$ cat src/lcdr_pkg.sv
// Shared types and constants for the character LCD refresh controller.
`timescale 1ns / 1ps
`default_nettype none

package lcdr_pkg;

    localparam int SCREEN_CHARS  = 32;
    localparam int LINE_CHARS    = 16;
    localparam int IDX_W         = $clog2(SCREEN_CHARS);
    localparam int POS_W         = 7;
    localparam int NUM_SLOTS     = 5;
    localparam int NIBBLE_W      = 4;
    localparam int BURST_BYTES   = 5;
    localparam int BURST_NIBBLES = 2 * BURST_BYTES;
    localparam int COUNT_W       = $clog2(BURST_NIBBLES + 1);

    localparam logic [7:0] CHAR_SPACE   = 8'h20;
    localparam logic [7:0] CHAR_ZERO    = 8'h30;
    localparam logic [7:0] CMD_SET_ADDR = 8'h80;
    localparam int         LINE2_BASE   = 'h40;

    localparam logic [COUNT_W-1:0] TICK_NIBBLES = COUNT_W'(2);
    localparam logic [COUNT_W-1:0] INIT_NIBBLES = COUNT_W'(BURST_NIBBLES);

    localparam logic [7:0] INIT_CMDS [BURST_BYTES] = '{8'h03, 8'h02, 8'h02, 8'h0C, 8'h06};

    typedef enum logic [1:0] {
        ACT_TICK   = 2'd0,
        ACT_STRING = 2'd1,
        ACT_NUMBER = 2'd2,
        ACT_INIT   = 2'd3
    } action_t;

    typedef enum logic [2:0] {
        PH_CHAR  = 3'b001,
        PH_LINE1 = 3'b010,
        PH_LINE2 = 3'b100
    } refresh_phase_t;

    typedef struct packed {
        action_t     action;
        logic [5:0]  start_position;
        logic [5:0]  text_length;
        logic [5:0]  char_offset;
        logic [7:0]  char_code;
        logic [15:0] value;
        logic [12:0] q1;
        logic [9:0]  q2;
        logic [6:0]  q3;
        logic [2:0]  q4;
    } item_t;

    typedef struct packed {
        logic                                load;
        logic                                rs;
        logic [COUNT_W-1:0]                  count;
        logic [BURST_NIBBLES*NIBBLE_W-1:0]   nibbles;
    } burst_t;

endpackage

`default_nettype wire

$ cat src/char_lcd_refresh_controller_core.sv
// Items are registered at the input; a tick or init then loads its nibbles into the
// single result register, waiting while that register still has unsent nibbles.
// A buffer write every cycle unless a tick or init is held; ticks have two nibbles.
// Reset: buffer filled with spaces, refresh index 0, next tick sends the line-one
// address; no beat is pending on either channel.
`timescale 1ns / 1ps
`default_nettype none

module char_lcd_refresh_controller_core
    import lcdr_pkg::*;
(
    input  wire logic        aclk,
    input  wire logic        aresetn,
    input  wire logic        s_valid,
    output logic             s_ready,
    input  wire logic [1:0]  s_action,
    input  wire logic [5:0]  s_start_position,
    input  wire logic [5:0]  s_text_length,
    input  wire logic [5:0]  s_char_offset,
    input  wire logic [7:0]  s_char_code,
    input  wire logic [15:0] s_number_value,
    output logic             m_valid,
    input  wire logic        m_ready,
    output logic             m_register_select,
    output logic [3:0]       m_nibble,
    output logic             m_last_nibble
);

    logic   item_valid;
    item_t  item;
    logic   item_take;
    logic   out_free;
    burst_t burst;

    lcdr_in_stage u_in_stage (
        .aclk             (aclk),
        .aresetn          (aresetn),
        .s_valid          (s_valid),
        .s_ready          (s_ready),
        .s_action         (s_action),
        .s_start_position (s_start_position),
        .s_text_length    (s_text_length),
        .s_char_offset    (s_char_offset),
        .s_char_code      (s_char_code),
        .s_number_value   (s_number_value),
        .item_take        (item_take),
        .item_valid       (item_valid),
        .item             (item)
    );

    lcdr_screen u_screen (
        .aclk       (aclk),
        .aresetn    (aresetn),
        .item_valid (item_valid),
        .item       (item),
        .out_free   (out_free),
        .item_take  (item_take),
        .burst      (burst)
    );

    lcdr_nibble_out u_nibble_out (
        .aclk              (aclk),
        .aresetn           (aresetn),
        .burst             (burst),
        .out_free          (out_free),
        .m_valid           (m_valid),
        .m_ready           (m_ready),
        .m_register_select (m_register_select),
        .m_nibble          (m_nibble),
        .m_last_nibble     (m_last_nibble)
    );

    a_load_when_free: assert property (@(posedge aclk) disable iff (!aresetn)
        burst.load |-> out_free)
        else $error("burst loaded over pending nibbles");

    a_burst_size: assert property (@(posedge aclk) disable iff (!aresetn)
        burst.load |-> (burst.count == TICK_NIBBLES) || (burst.count == INIT_NIBBLES))
        else $error("burst length is neither a tick nor an init");

    a_idle_after_last: assert property (@(posedge aclk) disable iff (!aresetn)
        (m_valid && m_ready && m_last_nibble && !burst.load) |=> !m_valid)
        else $error("beat pending after last nibble");

    a_stall_means_held: assert property (@(posedge aclk) disable iff (!aresetn)
        !s_ready |-> (item_valid && !item_take))
        else $error("input stalled with no held item");

endmodule

`default_nettype wire

$ cat src/lcdr_in_stage.sv
// Input register with decimal quotient precompute for the number path.
`timescale 1ns / 1ps
`default_nettype none

module lcdr_in_stage
    import lcdr_pkg::*;
(
    input  wire logic        aclk,
    input  wire logic        aresetn,
    input  wire logic        s_valid,
    output logic             s_ready,
    input  wire logic [1:0]  s_action,
    input  wire logic [5:0]  s_start_position,
    input  wire logic [5:0]  s_text_length,
    input  wire logic [5:0]  s_char_offset,
    input  wire logic [7:0]  s_char_code,
    input  wire logic [15:0] s_number_value,
    input  wire logic        item_take,
    output logic             item_valid,
    output item_t            item
);

    logic  valid_reg, valid_next;
    item_t item_reg, item_next;
    logic [31:0] prod10;
    logic [39:0] prod100;
    logic [39:0] prod1000;
    logic [47:0] prod10000;

    assign s_ready = !valid_reg || item_take;

    // reciprocal multiplies, exact over the 16-bit range
    assign prod10    = 32'(s_number_value) * 32'd52429;
    assign prod100   = 40'(s_number_value) * 40'd167773;
    assign prod1000  = 40'(s_number_value) * 40'd1073742;
    assign prod10000 = 48'(s_number_value) * 48'd429497;

    always_comb begin
        valid_next = valid_reg;
        item_next  = item_reg;
        if (s_valid && s_ready) begin
            valid_next               = 1'b1;
            item_next.action         = action_t'(s_action);
            item_next.start_position = s_start_position;
            item_next.text_length    = s_text_length;
            item_next.char_offset    = s_char_offset;
            item_next.char_code      = s_char_code;
            item_next.value          = s_number_value;
            item_next.q1             = 13'(prod10 >> 19);
            item_next.q2             = 10'(prod100 >> 24);
            item_next.q3             = 7'(prod1000 >> 30);
            item_next.q4             = 3'(prod10000 >> 32);
        end else if (item_take) begin
            valid_next = 1'b0;
        end
    end

    always_ff @(posedge aclk) begin
        if (!aresetn) begin
            valid_reg <= 1'b0;
        end else begin
            valid_reg <= valid_next;
        end
    end

    always_ff @(posedge aclk) begin
        item_reg <= item_next;
    end

    assign item_valid = valid_reg;
    assign item       = item_reg;

endmodule

`default_nettype wire

$ cat src/lcdr_screen.sv
// Screen buffer, refresh sequencer and byte generation for tick and init items.
`timescale 1ns / 1ps
`default_nettype none

module lcdr_screen
    import lcdr_pkg::*;
(
    input  wire logic  aclk,
    input  wire logic  aresetn,
    input  wire logic  item_valid,
    input  wire item_t item,
    input  wire logic  out_free,
    output logic       item_take,
    output burst_t     burst
);

    logic [7:0]     screen_reg  [SCREEN_CHARS];
    logic [7:0]     screen_next [SCREEN_CHARS];
    logic [IDX_W-1:0] idx_reg, idx_next;
    refresh_phase_t phase_reg, phase_next;

    logic             emits;
    logic [3:0]       dig [NUM_SLOTS];
    logic [2:0]       ndig;
    logic [2:0]       nwrite;
    logic             num_we  [NUM_SLOTS];
    logic [POS_W-1:0] num_pos [NUM_SLOTS];
    logic [7:0]       num_chr [NUM_SLOTS];
    logic             str_ok;
    logic [POS_W-1:0] str_pos;

    assign emits     = (item.action == ACT_TICK) || (item.action == ACT_INIT);
    assign item_take = item_valid && (!emits || out_free);

    assign dig[0] = 4'(item.value - 16'(item.q1) * 16'd10);
    assign dig[1] = 4'(item.q1 - 13'(item.q2) * 13'd10);
    assign dig[2] = 4'(item.q2 - 10'(item.q3) * 10'd10);
    assign dig[3] = 4'(item.q3 - 7'(item.q4) * 7'd10);
    assign dig[4] = 4'(item.q4);

    always_comb begin
        if (item.value < 16'd10) begin
            ndig = 3'd1;
        end else if (item.value < 16'd100) begin
            ndig = 3'd2;
        end else if (item.value < 16'd1000) begin
            ndig = 3'd3;
        end else if (item.value < 16'd10000) begin
            ndig = 3'd4;
        end else begin
            ndig = 3'd5;
        end
        nwrite = (ndig == 3'd3) ? 3'd4 : 3'd5;
    end

    always_comb begin
        for (int i = 0; i < NUM_SLOTS; i++) begin
            logic [2:0] sel;
            sel        = ndig - 3'd1 - 3'(i);
            num_pos[i] = POS_W'(item.start_position) + POS_W'(i);
            num_we[i]  = (item.value != 16'd0) && (3'(i) < nwrite)
                         && (num_pos[i] < POS_W'(SCREEN_CHARS));
            if (3'(i) < ndig) begin
                unique case (sel)
                    3'd0:    num_chr[i] = CHAR_ZERO | 8'(dig[0]);
                    3'd1:    num_chr[i] = CHAR_ZERO | 8'(dig[1]);
                    3'd2:    num_chr[i] = CHAR_ZERO | 8'(dig[2]);
                    3'd3:    num_chr[i] = CHAR_ZERO | 8'(dig[3]);
                    default: num_chr[i] = CHAR_ZERO | 8'(dig[4]);
                endcase
            end else begin
                num_chr[i] = CHAR_SPACE;
            end
        end
    end

    assign str_ok = (POS_W'(item.start_position) + POS_W'(item.text_length)
                     <= POS_W'(SCREEN_CHARS))
                    && (item.char_offset < item.text_length);
    assign str_pos = POS_W'(item.start_position) + POS_W'(item.char_offset);

    always_comb begin
        logic [7:0]       tick_byte;
        logic             tick_rs;
        logic [IDX_W:0]   idx_inc;
        logic [POS_W-1:0] line2_addr;
        screen_next = screen_reg;
        idx_next    = idx_reg;
        phase_next  = phase_reg;
        burst       = '0;
        tick_byte   = '0;
        tick_rs     = 1'b0;
        idx_inc     = (IDX_W+1)'(idx_reg) + (IDX_W+1)'(1);
        line2_addr  = POS_W'(idx_reg) + POS_W'(LINE2_BASE - LINE_CHARS);
        if (item_take) begin
            unique case (item.action)
                ACT_TICK: begin
                    unique case (phase_reg)
                        PH_LINE1: begin
                            tick_byte  = CMD_SET_ADDR | 8'(idx_reg);
                            phase_next = PH_CHAR;
                        end
                        PH_LINE2: begin
                            tick_byte  = CMD_SET_ADDR | 8'(line2_addr);
                            phase_next = PH_CHAR;
                        end
                        default: begin
                            tick_byte = screen_reg[idx_reg];
                            tick_rs   = 1'b1;
                            if (idx_inc == (IDX_W+1)'(SCREEN_CHARS)) begin
                                idx_next   = '0;
                                phase_next = PH_LINE1;
                            end else if (idx_inc == (IDX_W+1)'(LINE_CHARS)) begin
                                idx_next   = idx_inc[IDX_W-1:0];
                                phase_next = PH_LINE2;
                            end else begin
                                idx_next   = idx_inc[IDX_W-1:0];
                                phase_next = PH_CHAR;
                            end
                        end
                    endcase
                    burst.load        = 1'b1;
                    burst.rs          = tick_rs;
                    burst.count       = TICK_NIBBLES;
                    burst.nibbles[0 +: NIBBLE_W]        = tick_byte[7:4];
                    burst.nibbles[NIBBLE_W +: NIBBLE_W] = tick_byte[3:0];
                end
                ACT_STRING: begin
                    for (int e = 0; e < SCREEN_CHARS; e++) begin
                        if (str_ok && (str_pos == POS_W'(e))) begin
                            screen_next[e] = item.char_code;
                        end
                    end
                end
                ACT_NUMBER: begin
                    for (int e = 0; e < SCREEN_CHARS; e++) begin
                        for (int i = 0; i < NUM_SLOTS; i++) begin
                            if (num_we[i] && (num_pos[i] == POS_W'(e))) begin
                                screen_next[e] = num_chr[i];
                            end
                        end
                    end
                end
                default: begin
                    for (int e = 0; e < SCREEN_CHARS; e++) begin
                        screen_next[e] = CHAR_SPACE;
                    end
                    idx_next    = '0;
                    burst.load  = 1'b1;
                    burst.rs    = 1'b0;
                    burst.count = INIT_NIBBLES;
                    for (int b = 0; b < BURST_BYTES; b++) begin
                        burst.nibbles[(2*b)*NIBBLE_W +: NIBBLE_W]   = INIT_CMDS[b][7:4];
                        burst.nibbles[(2*b+1)*NIBBLE_W +: NIBBLE_W] = INIT_CMDS[b][3:0];
                    end
                end
            endcase
        end
    end

    always_ff @(posedge aclk) begin
        if (!aresetn) begin
            for (int e = 0; e < SCREEN_CHARS; e++) begin
                screen_reg[e] <= CHAR_SPACE;
            end
            idx_reg   <= '0;
            phase_reg <= PH_LINE1;
        end else begin
            screen_reg <= screen_next;
            idx_reg    <= idx_next;
            phase_reg  <= phase_next;
        end
    end

endmodule

`default_nettype wire

$ cat src/lcdr_nibble_out.sv
// Result register that shifts out the nibbles of one item, one beat at a time.
`timescale 1ns / 1ps
`default_nettype none

module lcdr_nibble_out
    import lcdr_pkg::*;
(
    input  wire logic   aclk,
    input  wire logic   aresetn,
    input  wire burst_t burst,
    output logic        out_free,
    output logic        m_valid,
    input  wire logic   m_ready,
    output logic        m_register_select,
    output logic [3:0]  m_nibble,
    output logic        m_last_nibble
);

    logic [COUNT_W-1:0]                cnt_reg, cnt_next;
    logic [BURST_NIBBLES*NIBBLE_W-1:0] sh_reg, sh_next;
    logic                              rs_reg, rs_next;

    assign m_valid  = (cnt_reg != '0);
    assign out_free = (cnt_reg == '0) || ((cnt_reg == COUNT_W'(1)) && m_ready);

    always_comb begin
        cnt_next = cnt_reg;
        sh_next  = sh_reg;
        rs_next  = rs_reg;
        if (burst.load) begin
            cnt_next = burst.count;
            sh_next  = burst.nibbles;
            rs_next  = burst.rs;
        end else if (m_valid && m_ready) begin
            cnt_next = cnt_reg - COUNT_W'(1);
            sh_next  = sh_reg >> NIBBLE_W;
        end
    end

    always_ff @(posedge aclk) begin
        if (!aresetn) begin
            cnt_reg <= '0;
        end else begin
            cnt_reg <= cnt_next;
        end
    end

    always_ff @(posedge aclk) begin
        sh_reg <= sh_next;
        rs_reg <= rs_next;
    end

    assign m_register_select = rs_reg;
    assign m_nibble          = sh_reg[NIBBLE_W-1:0];
    assign m_last_nibble     = (cnt_reg == COUNT_W'(1));

endmodule

`default_nettype wire

$ cat config.mk
export PLATFORM = sky130hd
export DESIGN_NAME = char_lcd_refresh_controller_core
export DESIGN_NICKNAME = d
export VERILOG_FILES = /design/src/lcdr_pkg.sv /design/src/char_lcd_refresh_controller_core.sv /design/src/lcdr_in_stage.sv /design/src/lcdr_screen.sv /design/src/lcdr_nibble_out.sv
export SDC_FILE = /design/constraint.sdc
export NUM_CORES = 2
export LEC_CHECK = 0
export ABC_AREA = 1
export BUFFER_PORTS_ARGS = -buffer_cell sky130_fd_sc_hd__buf_2
export CAP_MARGIN = 15
export CORE_ASPECT_RATIO = 0.8
export CORE_MARGIN = 10
export CORE_UTILIZATION = 55
export CTS_CLUSTER_DIAMETER = 60
export DETAILED_ROUTE_END_ITERATION = 10
export PLACE_DENSITY = 0.75
export SYNTH_ARGS = -nofsm -noshare
export SYNTH_HDL_FRONTEND = slang
export SYNTH_SLANG_ARGS = --single-unit
$ cat constraint.sdc
create_clock -name aclk -period 5.1 [get_ports aclk]
set_input_delay 0.51 -clock aclk [delete_from_list [all_inputs] [get_ports aclk]]
set_output_delay 0.51 -clock aclk [all_outputs]
set_load 0.01 [all_outputs]
==> impl.org <==
** STA
- Setup violations remaining at the end of the flow were counted as 0.
- Post-route clock period utilization :: 0.980
- Final clock skew :: 25.0 ps
- Final-report max-slew violation count :: 0
- Timing would allow up to 200 MHz.
- The routed design could run at a clock period as short as 5000 ps.
- Slew of the pin with the lowest slew margin :: 1190 ps
- Headroom to the max-slew limit :: 0.205
- The number of failing hold endpoints at the final stage is 0.
- Setup repair after global routing could not meet its margin everywhere.

** Clocking
- CTS H-tree depth :: 2
- TritonCTS clock tree :: done
- Buffers from clock root to sink, at most :: 3
- After clock tree synthesis, the clock-pin slew on the worst setup and hold paths is 70 ps.
- Clock tree root driver cell :: sky130_fd_sc_hd__clkbuf_16
- Clock latency on the worst-skew pair, taken at its later pin, is 600 ps.
- Number of clock sinks :: 353
- TritonCTS Buffers :: 40

** Placed design
- In this run, placement finished with an instance count of 7224.
- Port Buffer Count :: 55
- GPL Wtd Cong :: 1.12
- Detailed placer's ending HPWL :: 136000 um

** Power and ir drop
- IR analysis of the VDD net gives a maximum drop of 0.000490 V.
- Leak pwr :: 23.5 nW
- Power density over the cells :: 539 nW/um2

** Job
- Number of maximum-capacitance constraint violations :: 0

** Global route
- Wire length of the first global-routing pass :: 262000 um
- Pin count of the biggest net entering global routing :: 105
- All-Layer GR Usage :: 0.391
- After global routing the overflow that remains totals 0.
- The number of global-route vias before repair is 41923.
- The initial antenna violation count came to 5.

** Cells and area
- Final core utilization :: 0.619
- After the flow finishes, the layout carries non-filler instances totaling 7308.
- The multi-input combinational cells in the finished layout cover a total of 30500 um2.
- # nets final :: 7077
- In the final layout, the share of cells above drive strength 1 is 0.120.
- FF/Latch Area :: 7910 um2
- The area growth from synthesis to layout is 12.0%.
- Number of fillers in the final layout :: 7136
- Number of flip-flops in the largest register :: 256

** Yosys
- Synth Flop Type :: sky130_fd_sc_hd__dfxtp_1
- In this run the cell area of the synthesized design comes to 42500 um2.
- Yosys mapped a number of flops with a built-in enable equal to 84.
- Counting every instance in the synthesized netlist gives 6028.
- After synthesis, the mean cell area works out to 7.05 um2.
- Part of the Yosys area used for sequential elements :: 0.186
- The number of nets handed over by synthesis was 6853.
- The Yosys step of the flow raised 0 warnings.
- Number of library cell types mapped by synthesis :: 68
- After synthesis, the share of flip-flops with an asynchronous set or reset is 0.
- Synthesis-stage register bit count :: 353

** Detailed routing
- Dividing the detail-routed wire length by the instance count gives 24.1 um.
- Initial drt markers :: 6422
- Wires add up to 176000 um.
- Across all layers, the routed design uses 44522 vias.
- Per-cell via count in the routed design :: 6.09
- The first detailed-routing pass ran for 8 iterations.
- The detail route stage leaves a number of antenna-violating nets equal to 0.
- Number of remaining DRC errors :: 0

** Worst hold path
- Along the worst hold path, the cell count comes to 1.
- The path with the worst hold slack has its endpoint at u_in_stage.item[51].
- In this run the most critical hold path is launched from s_char_code[2].
- Type of the worst min-delay path :: input port to register

** Die
- The floorplan step defined a die boundary enclosing 88800 um2.
- Measured along the x axis, the die boundary spans 331 um.
- Die height :: 269 um
- For this configuration, the core starts out at a cell density of 0.553.
- Core ar. :: 76900 um2
- Number of cell rows :: 91
- In this run the count of I/O pins placed on the die edge is 56.

** Worst setup path
- Worst reg2reg endpoint :: u_screen.screen_reg[177]
- The worst register-to-register path begins at u_in_stage.item[70].
- Worst reg2reg path depth :: 16
- STA puts the critical path data required time at 5450 ps.
- The setup check on the worst reg-to-reg path leaves a slack of 610 ps.
- In this run the worst path has a maximum fanout of 4.
- Type of the setup path with the least slack :: input port to register
- Startpoint type of the worst setup path :: input port
- Arrival time reported for the critical path endpoint :: 5350 ps
- Setup crit end kind :: register

** Outcome
- Outcome :: complete, no violations
-- cells by family after synthesis --
logic type / after synthesis / synth area share
adder cells (fa/ha/maj): 777 / 0.287
XOR/XNOR: 56 / 0.0117
flip-flops: 353 / 0.186
AO/OA/AOI/OAI: 1050 / 0.136
multiplexers: 2 / 0.000471
AND/OR/NAND/NOR: 2658 / 0.276
buffers and inverters: 1132 / 0.103
-- where the power goes --
group	switching (mW)	total (mW)	internal [mW]
Sequential	0.262	3.66	3.39
Combinational	12.0	19.2	7.20
Clock	1.29	2.78	1.49
Total	13.5	25.6	12.1
-- how the worst max path moves through the flow --
stage / from / to / cells past startpoint / slack [ps]
2_1_floorplan: s_number_value[14] / u_in_stage.item[2] / 19 / -6
3_3_place_gp: s_number_value[6] / u_in_stage.item[13] / 21 / -480
3_5_place_dp: s_number_value[6] / u_in_stage.item[13] / 21 / -540
4_1_cts: s_number_value[8] / u_in_stage.item[13] / 19 / 60
5_1_grt: s_number_value[5] / u_in_stage.item[13] / 21 / -20
6_report: s_number_value[10] / u_in_stage.item[13] / 19 / 100
-- stage by stage --
stage | setup WS (ps) | area [um2] | hold WS, ps | total power, mW | TNS [ps]
final | 104 | 47600 | 88.4 | 25.6 | 0
after global routing | -22.0 | 47600 | 76.1 | 27.7 | -22.0
after CTS | 62.4 | 47300 | 73.2 | 24.6 | 0
after detailed placement | -544 | 46100 | 444 | 21.7 | -6310
after global placement | -484 | 46100 | 435 | 21.5 | -5640
after floorplan | -6.24 | 42600 | 424 | 14.8 | -6.24
-- cells in the final DEF (no fill, tap or decap), types with 28 or more instances in the layout --
cell	netlist	final
sky130_fd_sc_hd__nand2_1	1414	1412
sky130_fd_sc_hd__inv_1	848	828
sky130_fd_sc_hd__nand3_1	527	526
sky130_fd_sc_hd__a21oi_1	493	486
sky130_fd_sc_hd__nor2_1	470	460
sky130_fd_sc_hd__ha_1	447	430
sky130_fd_sc_hd__buf_4	13	353
sky130_fd_sc_hd__o21ai_0	339	329
sky130_fd_sc_hd__fa_1	330	324
sky130_fd_sc_hd__dfxtp_1	269	267
sky130_fd_sc_hd__edfxtp_1	84	84
sky130_fd_sc_hd__o22ai_1	58	58
sky130_fd_sc_hd__nor2_2	46	55
sky130_fd_sc_hd__buf_2	26	49
sky130_fd_sc_hd__inv_2	32	46
sky130_fd_sc_hd__nand4_1	44	44
sky130_fd_sc_hd__o211ai_1	41	41
sky130_fd_sc_hd__clkbuf_16	0	40
sky130_fd_sc_hd__nor3_1	34	34
sky130_fd_sc_hd__nand2_2	30	32
sky130_fd_sc_hd__xor2_1	30	30
sky130_fd_sc_hd__o221ai_1	28	28
-- cell usage after synthesis (41+ instances only) --
cell | count | area [um2]
sky130_fd_sc_hd__o211ai_1 | 41 | 308
sky130_fd_sc_hd__fa_1 | 330 | 6610
sky130_fd_sc_hd__nor2_1 | 470 | 1760
sky130_fd_sc_hd__edfxtp_1 | 84 | 2520
sky130_fd_sc_hd__clkbuf_1 | 191 | 717
sky130_fd_sc_hd__inv_1 | 848 | 3180
sky130_fd_sc_hd__nor2_2 | 46 | 288
sky130_fd_sc_hd__ha_1 | 447 | 5590
sky130_fd_sc_hd__nand3_1 | 527 | 2640
sky130_fd_sc_hd__nand2_1 | 1414 | 5310
sky130_fd_sc_hd__o22ai_1 | 58 | 363
sky130_fd_sc_hd__o21ai_0 | 339 | 1700
sky130_fd_sc_hd__a21oi_1 | 493 | 2470
sky130_fd_sc_hd__nand4_1 | 44 | 275
sky130_fd_sc_hd__dfxtp_1 | 269 | 5390
-- metal layers --
layer | wire length [um] | up-vias | global-route usage | part of all wire
li1 | - | 20093 | - | -
met1 | 74300 | 20882 | 0.566 | 0.42
met2 | 64300 | 3105 | 0.504 | 0.37
met3 | 30800 | 438 | 0.181 | 0.18
met4 | 6210 | 4 | 0.117 | 0.035
met5 | 201 | - | 0 | 0.0011
-- what timing repair did --
item,4_1_cts,5_1_grt
hold buffers,0,0
gates resized for setup,0,58
buffers inserted,0,9
setup endpoints to repair,0,14
-- worst max-delay path, cell delays in order --
cell and delay [ps]:
sky130_fd_sc_hd__clkbuf_4 160, sky130_fd_sc_hd__buf_4 150, sky130_fd_sc_hd__ha_2 380, sky130_fd_sc_hd__inv_1 100, sky130_fd_sc_hd__fa_1 510, sky130_fd_sc_hd__inv_1 50, sky130_fd_sc_hd__fa_1 610, sky130_fd_sc_hd__fa_1 470
sky130_fd_sc_hd__fa_1 550, sky130_fd_sc_hd__inv_1 60, sky130_fd_sc_hd__fa_1 540, sky130_fd_sc_hd__inv_1 40, sky130_fd_sc_hd__ha_1 320, sky130_fd_sc_hd__nand2_1 90, sky130_fd_sc_hd__a21oi_1 70, sky130_fd_sc_hd__nand3b_1 180
sky130_fd_sc_hd__a221oi_2 280, sky130_fd_sc_hd__nand2_1 110, sky130_fd_sc_hd__xor2_1 150
-- final cells by class --
type / instances / share of cell area
Multi-Input combinational cell: 4543 / 0.641
Clock inverter: 26 / 0.00368
Inverter: 888 / 0.0705
Tap cell: 1023 / 0.0269
Antenna cell: 2 / 0.000105
Clock buffer: 47 / 0.0220
Sequential cell: 353 / 0.166
Timing Repair Buffer: 426 / 0.0692
(Power assumes the default switching activity.)
